### src/gnss_binary_frame_encoder_core_defines.svh
// Assertion macros used by the back end of the frame encoder RTL.
`ifndef GNSS_BINARY_FRAME_ENCODER_CORE_DEFINES_SVH
`define GNSS_BINARY_FRAME_ENCODER_CORE_DEFINES_SVH

`ifndef SYNTHESIS
`define GBFE_ASSERT(lbl, clk, rstn, prop) \
    lbl: assert property (@(posedge clk) disable iff (!(rstn)) prop) \
        else $error("gbfe assertion failed");
`define GBFE_ASSERT_NEVER(lbl, clk, rstn, cond) \
    `GBFE_ASSERT(lbl, clk, rstn, !(cond))
`else
`define GBFE_ASSERT(lbl, clk, rstn, prop)
`define GBFE_ASSERT_NEVER(lbl, clk, rstn, cond)
`endif

`endif

### src/gbfe_pkg.sv
// Package with payload types, command type, phase encoding and constants of the frame encoder.
`default_nettype none

package gbfe_pkg;

    localparam logic [7:0] SYNC_FIRST  = 8'hB5;
    localparam logic [7:0] SYNC_SECOND = 8'h62;
    localparam logic       ACT_START   = 1'b0;
    localparam logic       ACT_PAYLOAD = 1'b1;
    localparam int         CMD_FIFO_DEPTH = 4;

    typedef struct packed {
        logic        action;
        logic [7:0]  class_byte;
        logic [7:0]  msg_id;
        logic [15:0] payload_length;
        logic [7:0]  data_byte;
    } in_t;

    typedef struct packed {
        logic [7:0] out_byte;
        logic       frame_end;
    } out_t;

    typedef struct packed {
        logic        is_start;
        logic        last;
        logic [7:0]  class_byte;
        logic [7:0]  msg_id;
        logic [15:0] payload_length;
        logic [7:0]  data_byte;
    } cmd_t;

    typedef enum logic [3:0] {
        PH_SYNC1,
        PH_SYNC2,
        PH_CLASS,
        PH_ID,
        PH_LENLO,
        PH_LENHI,
        PH_DATA,
        PH_CKA,
        PH_CKB
    } phase_t;

endpackage

`default_nettype wire

### src/gbfe_front.sv
// Front end: accepts input transactions, tracks the open frame and issues commands.
`default_nettype none

module gbfe_front (
    input  wire logic          aclk,
    input  wire logic          aresetn,
    input  wire logic          s_valid,
    output logic               s_ready,
    input  wire gbfe_pkg::in_t s_data,
    output logic               cmd_valid,
    input  wire logic          cmd_ready,
    output gbfe_pkg::cmd_t     cmd_data
);

    logic        frame_open_reg;
    logic        frame_open_next;
    logic [15:0] bytes_left_reg;
    logic [15:0] bytes_left_next;
    logic        accept;
    logic        is_start;
    logic        payload_last;

    assign s_ready      = cmd_ready;
    assign accept       = s_valid && cmd_ready;
    assign is_start     = (s_data.action == gbfe_pkg::ACT_START);
    assign payload_last = (bytes_left_reg == 16'd1);

    always_comb begin
        cmd_valid                = s_valid && (is_start || frame_open_reg);
        cmd_data.is_start        = is_start;
        cmd_data.last            = is_start ? (s_data.payload_length == 16'd0) : payload_last;
        cmd_data.class_byte      = s_data.class_byte;
        cmd_data.msg_id          = s_data.msg_id;
        cmd_data.payload_length  = s_data.payload_length;
        cmd_data.data_byte       = s_data.data_byte;

        frame_open_next = frame_open_reg;
        bytes_left_next = bytes_left_reg;
        if (accept) begin
            if (is_start) begin
                frame_open_next = (s_data.payload_length != 16'd0);
                bytes_left_next = s_data.payload_length;
            end else if (frame_open_reg) begin
                frame_open_next = !payload_last;
                bytes_left_next = bytes_left_reg - 16'd1;
            end
        end
    end

    always_ff @(posedge aclk) begin
        if (!aresetn) begin
            frame_open_reg <= 1'b0;
            bytes_left_reg <= 16'd0;
        end else begin
            frame_open_reg <= frame_open_next;
            bytes_left_reg <= bytes_left_next;
        end
    end

endmodule

`default_nettype wire

### src/gbfe_fifo.sv
// Small register queue that carries commands from the front end to the back end.
`default_nettype none

module gbfe_fifo #(
    parameter int DEPTH = gbfe_pkg::CMD_FIFO_DEPTH
) (
    input  wire logic           aclk,
    input  wire logic           aresetn,
    input  wire logic           push_valid,
    output logic                push_ready,
    input  wire gbfe_pkg::cmd_t push_data,
    output logic                pop_valid,
    input  wire logic           pop_ready,
    output gbfe_pkg::cmd_t      pop_data
);

    localparam int PTR_W = (DEPTH > 1) ? $clog2(DEPTH) : 1;
    localparam int CNT_W = $clog2(DEPTH + 1);

    gbfe_pkg::cmd_t   mem_reg [DEPTH];
    logic [PTR_W-1:0] wr_ptr_reg;
    logic [PTR_W-1:0] wr_ptr_next;
    logic [PTR_W-1:0] rd_ptr_reg;
    logic [PTR_W-1:0] rd_ptr_next;
    logic [CNT_W-1:0] count_reg;
    logic [CNT_W-1:0] count_next;
    logic             do_push;
    logic             do_pop;

    assign push_ready = (count_reg != CNT_W'(DEPTH));
    assign pop_valid  = (count_reg != '0);
    assign pop_data   = mem_reg[rd_ptr_reg];
    assign do_push    = push_valid && push_ready;
    assign do_pop     = pop_valid && pop_ready;

    always_comb begin
        wr_ptr_next = wr_ptr_reg;
        rd_ptr_next = rd_ptr_reg;
        if (do_push) begin
            wr_ptr_next = (wr_ptr_reg == PTR_W'(DEPTH - 1)) ? '0 : wr_ptr_reg + 1'b1;
        end
        if (do_pop) begin
            rd_ptr_next = (rd_ptr_reg == PTR_W'(DEPTH - 1)) ? '0 : rd_ptr_reg + 1'b1;
        end
        case ({do_push, do_pop})
            2'b10: begin
                count_next = count_reg + 1'b1;
            end
            2'b01: begin
                count_next = count_reg - 1'b1;
            end
            default: begin
                count_next = count_reg;
            end
        endcase
    end

    always_ff @(posedge aclk) begin
        if (!aresetn) begin
            wr_ptr_reg <= '0;
            rd_ptr_reg <= '0;
            count_reg  <= '0;
        end else begin
            wr_ptr_reg <= wr_ptr_next;
            rd_ptr_reg <= rd_ptr_next;
            count_reg  <= count_next;
        end
    end

    always_ff @(posedge aclk) begin
        if (do_push) begin
            mem_reg[wr_ptr_reg] <= push_data;
        end
    end

endmodule

`default_nettype wire

### src/gbfe_back.sv
// Back end: sequences frame bytes, keeps the Fletcher sums and holds the output register.
`default_nettype none
`include "gnss_binary_frame_encoder_core_defines.svh"

module gbfe_back (
    input  wire logic           aclk,
    input  wire logic           aresetn,
    input  wire logic           cmd_valid,
    output logic                cmd_ready,
    input  wire gbfe_pkg::cmd_t cmd_data,
    output logic                m_valid,
    input  wire logic           m_ready,
    output gbfe_pkg::out_t      m_data
);

    gbfe_pkg::cmd_t   cmd_reg;
    gbfe_pkg::cmd_t   cmd_next;
    gbfe_pkg::phase_t phase_reg;
    gbfe_pkg::phase_t phase_next;
    logic             busy_reg;
    logic             busy_next;
    logic [7:0]       sum_a_reg;
    logic [7:0]       sum_a_next;
    logic [7:0]       sum_b_reg;
    logic [7:0]       sum_b_next;
    logic             m_valid_reg;
    logic             m_valid_next;
    gbfe_pkg::out_t   m_data_reg;
    gbfe_pkg::out_t   m_data_next;
    logic             advance;
    logic             final_byte;
    logic             take_cmd;
    logic [7:0]       cur_byte;
    logic             summed;
    logic             ckb_out;
    logic             sync_out;
    logic             in_cka;
    logic             in_data;

    assign m_valid   = m_valid_reg;
    assign m_data    = m_data_reg;
    assign advance   = busy_reg && (!m_valid_reg || m_ready);
    assign cmd_ready = !busy_reg || (advance && final_byte);
    assign take_cmd  = cmd_valid && cmd_ready;
    assign ckb_out   = advance && (phase_reg == gbfe_pkg::PH_CKB);
    assign sync_out  = advance && (phase_reg == gbfe_pkg::PH_SYNC1);
    assign in_cka    = busy_reg && (phase_reg == gbfe_pkg::PH_CKA);
    assign in_data   = busy_reg && (phase_reg == gbfe_pkg::PH_DATA);

    always_comb begin
        final_byte = 1'b0;
        summed     = 1'b0;
        cur_byte   = 8'd0;
        case (phase_reg)
            gbfe_pkg::PH_SYNC1: begin
                cur_byte = gbfe_pkg::SYNC_FIRST;
            end
            gbfe_pkg::PH_SYNC2: begin
                cur_byte = gbfe_pkg::SYNC_SECOND;
            end
            gbfe_pkg::PH_CLASS: begin
                cur_byte = cmd_reg.class_byte;
                summed   = 1'b1;
            end
            gbfe_pkg::PH_ID: begin
                cur_byte = cmd_reg.msg_id;
                summed   = 1'b1;
            end
            gbfe_pkg::PH_LENLO: begin
                cur_byte = cmd_reg.payload_length[7:0];
                summed   = 1'b1;
            end
            gbfe_pkg::PH_LENHI: begin
                cur_byte   = cmd_reg.payload_length[15:8];
                summed     = 1'b1;
                final_byte = !cmd_reg.last;
            end
            gbfe_pkg::PH_DATA: begin
                cur_byte   = cmd_reg.data_byte;
                summed     = 1'b1;
                final_byte = !cmd_reg.last;
            end
            gbfe_pkg::PH_CKA: begin
                cur_byte = sum_a_reg;
            end
            gbfe_pkg::PH_CKB: begin
                cur_byte   = sum_b_reg;
                final_byte = 1'b1;
            end
            default: begin
                cur_byte = 8'd0;
            end
        endcase
    end

    always_comb begin
        cmd_next     = cmd_reg;
        phase_next   = phase_reg;
        busy_next    = busy_reg;
        sum_a_next   = sum_a_reg;
        sum_b_next   = sum_b_reg;
        m_valid_next = m_valid_reg;
        m_data_next  = m_data_reg;

        if (m_ready) begin
            m_valid_next = 1'b0;
        end

        if (advance) begin
            m_valid_next          = 1'b1;
            m_data_next.out_byte  = cur_byte;
            m_data_next.frame_end = (phase_reg == gbfe_pkg::PH_CKB);
            if (phase_reg == gbfe_pkg::PH_SYNC1) begin
                sum_a_next = 8'd0;
                sum_b_next = 8'd0;
            end else if (summed) begin
                sum_a_next = sum_a_reg + cur_byte;
                sum_b_next = sum_b_reg + sum_a_next;
            end
            if (final_byte) begin
                busy_next = 1'b0;
            end
            case (phase_reg)
                gbfe_pkg::PH_SYNC1: begin
                    phase_next = gbfe_pkg::PH_SYNC2;
                end
                gbfe_pkg::PH_SYNC2: begin
                    phase_next = gbfe_pkg::PH_CLASS;
                end
                gbfe_pkg::PH_CLASS: begin
                    phase_next = gbfe_pkg::PH_ID;
                end
                gbfe_pkg::PH_ID: begin
                    phase_next = gbfe_pkg::PH_LENLO;
                end
                gbfe_pkg::PH_LENLO: begin
                    phase_next = gbfe_pkg::PH_LENHI;
                end
                gbfe_pkg::PH_LENHI: begin
                    phase_next = gbfe_pkg::PH_CKA;
                end
                gbfe_pkg::PH_DATA: begin
                    phase_next = gbfe_pkg::PH_CKA;
                end
                gbfe_pkg::PH_CKA: begin
                    phase_next = gbfe_pkg::PH_CKB;
                end
                default: begin
                    phase_next = gbfe_pkg::PH_SYNC1;
                end
            endcase
        end

        if (take_cmd) begin
            cmd_next   = cmd_data;
            busy_next  = 1'b1;
            phase_next = cmd_data.is_start ? gbfe_pkg::PH_SYNC1 : gbfe_pkg::PH_DATA;
        end
    end

    always_ff @(posedge aclk) begin
        if (!aresetn) begin
            phase_reg   <= gbfe_pkg::PH_SYNC1;
            busy_reg    <= 1'b0;
            sum_a_reg   <= 8'd0;
            sum_b_reg   <= 8'd0;
            m_valid_reg <= 1'b0;
        end else begin
            phase_reg   <= phase_next;
            busy_reg    <= busy_next;
            sum_a_reg   <= sum_a_next;
            sum_b_reg   <= sum_b_next;
            m_valid_reg <= m_valid_next;
        end
    end

    always_ff @(posedge aclk) begin
        cmd_reg    <= cmd_next;
        m_data_reg <= m_data_next;
    end

    `GBFE_ASSERT(a_ckb_ends_frame, aclk, aresetn, ckb_out |=> (m_valid && m_data.frame_end))
    `GBFE_ASSERT(a_cka_only_on_last, aclk, aresetn, in_cka |-> cmd_reg.last)
    `GBFE_ASSERT(a_sync_clears_sums, aclk, aresetn, sync_out |=> ({sum_a_reg, sum_b_reg} == '0))
    `GBFE_ASSERT_NEVER(a_data_not_start, aclk, aresetn, in_data && cmd_reg.is_start)

endmodule

`default_nettype wire

### src/gnss_binary_frame_encoder_core.sv
// Top level of the binary frame encoder with 8-bit Fletcher checksum.
//
//   Port group   Direction  Payload type      Handshake
//   s_*          in         gbfe_pkg::in_t    s_valid / s_ready
//   m_*          out        gbfe_pkg::out_t   m_valid / m_ready
//
// The byte sequencer emits one frame byte per cycle unless m_ready or an empty queue stalls.
// A start emits 6 bytes, or 8 with zero length; a payload byte emits 1, or 3 when last.
// An accepted input passes the queue, then the back end's command and output registers.
// Reset is synchronous and active low; it empties the queue and closes any frame.
// A stall on m_ready fills the command queue, after which s_ready drops.
`default_nettype none

module gnss_binary_frame_encoder_core #(
    parameter int CMD_DEPTH = gbfe_pkg::CMD_FIFO_DEPTH
) (
    input  wire logic          aclk,
    input  wire logic          aresetn,
    input  wire logic          s_valid,
    output logic               s_ready,
    input  wire gbfe_pkg::in_t s_data,
    output logic               m_valid,
    input  wire logic          m_ready,
    output gbfe_pkg::out_t     m_data
);

    logic           fq_in_valid;
    logic           fq_in_ready;
    gbfe_pkg::cmd_t fq_in_data;
    logic           fq_out_valid;
    logic           fq_out_ready;
    gbfe_pkg::cmd_t fq_out_data;

    gbfe_front u_front (
        .aclk      (aclk),
        .aresetn   (aresetn),
        .s_valid   (s_valid),
        .s_ready   (s_ready),
        .s_data    (s_data),
        .cmd_valid (fq_in_valid),
        .cmd_ready (fq_in_ready),
        .cmd_data  (fq_in_data)
    );

    gbfe_fifo #(
        .DEPTH (CMD_DEPTH)
    ) u_fifo (
        .aclk       (aclk),
        .aresetn    (aresetn),
        .push_valid (fq_in_valid),
        .push_ready (fq_in_ready),
        .push_data  (fq_in_data),
        .pop_valid  (fq_out_valid),
        .pop_ready  (fq_out_ready),
        .pop_data   (fq_out_data)
    );

    gbfe_back u_back (
        .aclk      (aclk),
        .aresetn   (aresetn),
        .cmd_valid (fq_out_valid),
        .cmd_ready (fq_out_ready),
        .cmd_data  (fq_out_data),
        .m_valid   (m_valid),
        .m_ready   (m_ready),
        .m_data    (m_data)
    );

endmodule

`default_nettype wire
### config.mk
export PLATFORM = sky130hd
export DESIGN_NAME = gnss_binary_frame_encoder_core
export DESIGN_NICKNAME = d
export VERILOG_FILES = /design/src/gbfe_pkg.sv /design/src/gbfe_front.sv /design/src/gbfe_fifo.sv /design/src/gbfe_back.sv /design/src/gnss_binary_frame_encoder_core.sv
export VERILOG_INCLUDE_DIRS = /design/src /design/src/src
export SDC_FILE = /design/constraint.sdc
export NUM_CORES = 1
export LEC_CHECK = 0
export ABC_AREA = 1
export BUFFER_PORTS_ARGS = -buffer_cell sky130_fd_sc_hd__buf_2
export CAP_MARGIN = 20
export CORE_MARGIN = 3
export CORE_UTILIZATION = 65
export DETAILED_ROUTE_END_ITERATION = 7
export PLACE_DENSITY = 0.92
export SETUP_SLACK_MARGIN = 0.05
export SLEW_MARGIN = 25
export SYNTH_ARGS = -nofsm -noshare
export SYNTH_HDL_FRONTEND = slang
export SYNTH_SLANG_ARGS = --single-unit
### constraint.sdc
create_clock -name aclk -period 8.1 [get_ports aclk]
set_input_delay 0 -clock aclk [delete_from_list [all_inputs] [get_ports aclk]]
set_output_delay 0 -clock aclk [all_outputs]
set_load 0.005 [all_outputs]
After elaboration in Yosys (flattened, before gate mapping)
Memory sizes are Yosys's and may differ from the RTL's. A register that Yosys moved wholly into a read port is not among the register bits. Index checks and enable logic that the tools add are counted. Widths: inputs -> output; s select.

Bits in registers: 96. RAM bits: 168. Bits in read-only memories: 32. Input port bits: 45. Output and inout port bits: 11. Word-level logic and storage cells: 99. Memories kept: 2.

Add/sub/neg operators: 7. Equality and inequality tests: 15. Mux-type cells: 30. Bitwise gates (word level): 1. Reductions and logical operators: 27.

Memory list: u_fifo.mem_reg (words 4, width 42, rd ports 1, clocked after Yosys merged registers in 1, wr ports 1, line gbfe_fifo.sv:20) `gbfe_pkg::cmd_t mem_reg [DEPTH];`; (name not given) (words 8, width 4, rd ports 1, clocked after Yosys merged registers in 1, wr ports 0, line gbfe_back.sv:123) `case (phase_reg)`.

Operator list (number): $pmux 8 s9 (1); $mux 16 (2); $mux 8 (4); $add 8x8->8 (2); $eq 16x1->1 const B (1); $eq 4x3->1 const B (4); $logic_not 16->1 (1); $reduce_bool 16->1 (1); $sub 16x1->16 const B (1); $mux 4 (3); $mux 1 (11); $reduce_bool 2->1 (5); $mux 3 (3); $eq 4x2->1 const B (2); $mux 2 (4); $eq 2x2->1 const B (3); $logic_and 1x1->1 (6); $pmux 3 s2 (1); $reduce_and 2->1 (3); $reduce_or 5->1 (1); $add 2x1->2 const B (2); $eq 4x1->1 const B (1); $eq 4x4->1 const B (1); $logic_not 1->1 (4); 11 further kinds (13).

Logic depth before layout (Yosys ltp)
Depth after elaboration: 9. Gate-level depth with buffers: 24. Depth with buffers taken out: 23.

Cells and area by module
Synthesis repeated with hierarchy kept, for this count alone.

Cell total of the unflattened synthesis: 1085. Area, all modules: 11883.9 um^2.

By module, submodules not included: gbfe_fifo (times used 1, cells an instance 475, area an instance 6706.4 um^2); gbfe_back (times used 1, cells an instance 353, area an instance 3592.2 um^2); gbfe_front (times used 1, cells an instance 257, area an instance 1585.3 um^2).

Least setup slack after synthesis
OpenSTA, ideal clock, no wires.

Path type: register to register. Start point: reg u_back.phase_reg[3]. End point: reg u_back.sum_b_reg[7]. Arrival time: 3.461 ns. Data required time: 7.968 ns. Path slack: 4.507 ns. Stages on the path, launching flop included: 21. Path through: dfxtp_1 nor2_2 buf_4 inv_1 nor2_1 a22o_1 a221oi_1 nand3_1 ha_1 fa_1 a31oi_1 o21ai_0 a21oi_1 xnor2_1 ha_1 a21oi_1 o21a_1 o31a_1 nand3_1 nand3_1 a21oi_1.

Word-level cells in the longest chain between the ends: 6. Elaborated cells on any way between the ends: 18. Classes of those cells: add/sub (2); eq/ne (8); mux (4); reduce/logical (4).

Ends and longest elaborated chain: start: declaration (line gbfe_back.sv:18) `gbfe_pkg::phase_t phase_reg;`; start signal: assignment (line gbfe_back.sv:163) `phase_reg <= gbfe_pkg::PH_SYNC1;`; start signal: assignment (line gbfe_back.sv:169) `phase_reg <= phase_next;`; $eq 4x4->1 (tied with other cells); $pmux 8 s9 * (line gbfe_back.sv:54) `case (phase_reg)`; net u_back.cur_byte[0] (line gbfe_back.sv:33) `logic [7:0] cur_byte;`; $add 8x8->8 * (line gbfe_back.sv:117) `sum_a_next = sum_a_reg + cur_byte;`; $add 8x8->8 * (line gbfe_back.sv:118) `sum_b_next = sum_b_reg + sum_a_next;`; $mux 8 * (line gbfe_back.sv:116) `end else if (summed) begin`; $mux 8 * (line gbfe_back.sv:113) `if (phase_reg == gbfe_pkg::PH_SYNC1) begin`; end signal: assignment (line gbfe_back.sv:172) `sum_b_reg <= sum_b_next;`; end: declaration (line gbfe_back.sv:24) `logic [7:0] sum_b_reg;`.

The timed path passes the listed nets; every way through them passes the cells marked *. The select of a mux whose other input is x is not followed. A chain may end at the register's enable or synchronous reset.

Final worst setup path
Start point: reg u_back.phase_reg[2]. End point: reg u_back.sum_b_reg[7].

Same word-level chain as after synthesis.

==> results.json <==
{
  "cts_buffers": 26,
  "max_freq_ghz": 0.243,
  "antenna_found_initial": 0,
  "synthCells": 985,
  "placed_area_sq_mm": 0.0117,
  "wl_per_cell_microns": 22.2,
  "grt-ovfl-total": 0,
  "mostFrequentLayoutCell": "edfxtp_1",
  "synthFlopType": "edfxtp_1",
  "holdWs_ns": 0.232,
  "crit_path_end_kind": "flip-flop",
  "drv_cap": 0,
  "reg2reg_slack_ns": 3.99,
  "die_area_sq_mm": 0.0189,
  "crit_path_start_kind": "flip-flop",
  "syn_nets": 1057,
  "synth-seq-cells": 270,
  "critPathArrivalTime_ns": 4.55,
  "synth.distinct_cells": 46,
  "leakage_nw": 4.86,
  "grt_pass1_wl_mm": 45.4,
  "endpoint": "u_back.sum_b_reg[7]",
  "row_count": 47,
  "finalSetupTns_ns": 0,
  "period_share": 0.508,
  "drtIter0Drc": 1193,
  "htreeDepth": 1,
  "mostFrequentLayoutCells": "edfxtp_1 (218), nor2_1 (134), o21ai_0 (118)",
  "slew_headroom": 0.286,
  "start_util": 0.671,
  "r2r_cells": 21,
  "firstDrtPassIters": 6,
  "area_growth_pct": 16.6,
  "via_count": 8547,
  "seq_area_frac_synth": 0.675,
  "required_ns": 8.54,
  "yosysWarnings": 0,
  "die_x_microns": 137,
  "port_buffers": 55,
  "cts_resized": 0,
  "postCtsHoldBufs": 44,
  "synth_edf_count": 218,
  "slew_viol_final": 0,
  "grtUsageTotal": 0.317,
  "path_class": "flip-flop to flip-flop",
  "io_pins": 56,
  "rsz0062_at_grt": "false",
  "worstReg2RegStart": "u_back.phase_reg[2]",
  "multi_input_area_sq_mm": 0.00326,
  "ff_latch_area_sq_mm": 0.00759,
  "cts_sinks": 270,
  "drtAntennaViolNets": 0,
  "setup_violations": 0,
  "cts_buffer_depth": 3,
  "fillers": 918,
  "drt_drc_violations_left": 0,
  "tightest_slew_ns": 1.07,
  "fp.dieH_microns": 137,
  "p_per_area_mw_per_mm2": 358,
  "clkTransAtPathRegs_ns": 0.07,
  "hpwlAfterDp_mm": 15.9,
  "largest_reg_flops": 168,
  "gp_congestion": 0.933,
  "grt_pass1_vias": 8388,
  "final_area_sq_mm": 0.0131,
  "hold_violations": 0,
  "post_cts_buffers": 0,
  "synth_area_sq_mm": 0.0112,
  "antenna_cells": 0,
  "grt_max_degree": 85,
  "core_area_sq_mm": 0.0168,
  "cts-root-buf": "clkbuf_16",
  "hold_class": "input pin to flip-flop",
  "r2r_end": "u_back.sum_b_reg[7]",
  "postSynth.asyncResetShare": 0,
  "status": "finished clean",
  "critPathMaxFanout": 13,
  "detail_route.vias_per_cell": 6.47,
  "cts_tree": "built",
  "clk_latency_ns": 0.53,
  "nNetsFinal": 1154,
  "crit_start": "u_back.phase_reg[2]",
  "irDropWorstVdd_mv": 0.266,
  "period_needed_ns": 4.11,
  "fin_skew_ns": 0.0134,
  "wirelength_mm": 29.3,
  "drive_gt1_frac": 0.119,
  "avgSynthCellArea_sq_um": 11.4
}
## layer usage
metal,GRT usage,vias up,share of wire
met2,0.545,650,0.51
met4,0.120,0,0.040
li1,-,3737,-
met1,0.404,4028,0.36
met3,0.0573,132,0.099
met5,0,-,0
## cell families after synthesis
kind of cell | Yosys count | share of synthesized area
adders and majority gates | 27 | 0.0321
DFF | 270 | 0.675
xor gates and xnor gates | 11 | 0.00857
AOI/OAI and AO/OA | 260 | 0.132
and+or+nand+nor | 308 | 0.115
buffers and inverters | 109 | 0.0375
## cells in the mapped netlist, types with 4 or more instances
library cell / count / area [sq um]
inv_1: 62 / 233
clkbuf_1: 34 / 128
xnor2_1: 5 / 43.8
a21oi_1: 58 / 290
a22o_1: 6 / 52.6
o21ai_0: 118 / 591
dfxtp_1: 52 / 1040
nand2_1: 104 / 390
nand4_1: 7 / 43.8
a221oi_1: 6 / 52.6
ha_1: 24 / 300
edfxtp_1: 218 / 6550
nor4_1: 5 / 31.3
nor2_1: 138 / 518
inv_2: 4 / 15.0
xor2_1: 6 / 52.6
nor3_1: 5 / 25.0
a211oi_1: 5 / 37.5
nand3_1: 36 / 180
o22ai_1: 42 / 263
## stage by stage
| stage | cells | power [W] | utilization | setup WS, ns |
|---|---|---|---|---|
| after floorplan | 985 | 0.00289 | - | 4.51 |
| after global placement | 1230 | 0.00322 | 0.700 | 4.26 |
| after detailed placement | 1230 | 0.00330 | 0.700 | 4.06 |
| after CTS | 1322 | 0.00464 | 0.782 | 4.03 |
| after global routing | 1322 | 0.00491 | 0.782 | 3.57 |
| final | 1322 | 0.00469 | 0.782 | 3.99 |
## critical path: stages (launching register included)
cell and delay, ns:
dfxtp_1 0.39, inv_1 0.08, nor2_2 0.39, inv_1 0.15, nor2_1 0.43, a22o_1 0.24, a221oi_1 0.06, nand3_1 0.14
ha_1 0.23, fa_1 0.25, a31oi_1 0.12, o21ai_0 0.17, a21oi_1 0.10, xnor2_1 0.20, ha_1 0.31, a21oi_1 0.16
o21a_1 0.13, o31a_1 0.15, inv_1 0.04, nand2_1 0.05, nand3_1 0.06, a21oi_1 0.17
## worst min path at each step
stage / start / to / slack, ns / cells past startpoint
2_1_floorplan: s_data[0] / u_fifo.mem_reg[0][0] / 0.1 / 0
3_3_place_gp: s_data[24] / u_fifo.mem_reg[3][24] / 0.21 / 1
3_5_place_dp: s_data[3] / u_fifo.mem_reg[0][3] / 0.22 / 1
4_1_cts: s_data[29] / u_fifo.mem_reg[0][29] / 0.20 / 2
5_1_grt: s_data[26] / u_fifo.mem_reg[1][26] / 0.23 / 2
6_report: s_data[29] / u_fifo.mem_reg[0][29] / 0.23 / 2
## report_power, final
| part | switching, W | total (W) | internal, W |
|---|---|---|---|
| clock network | 0.000518 | 0.00132 | 0.000798 |
| logic | 0.000964 | 0.00138 | 0.000417 |
| registers | 0.000151 | 0.00200 | 0.00184 |
## final cells by class
class	count	area share
Sequential cell	270	0.579
Multi-Input combinational cell	606	0.249
Timing Repair Buffer	109	0.0604
Inverter	69	0.0199
Tap cell	220	0.0210
Clock inverter	12	0.0142
Clock buffer	36	0.0564
Power figures use the tool's default switching activity.
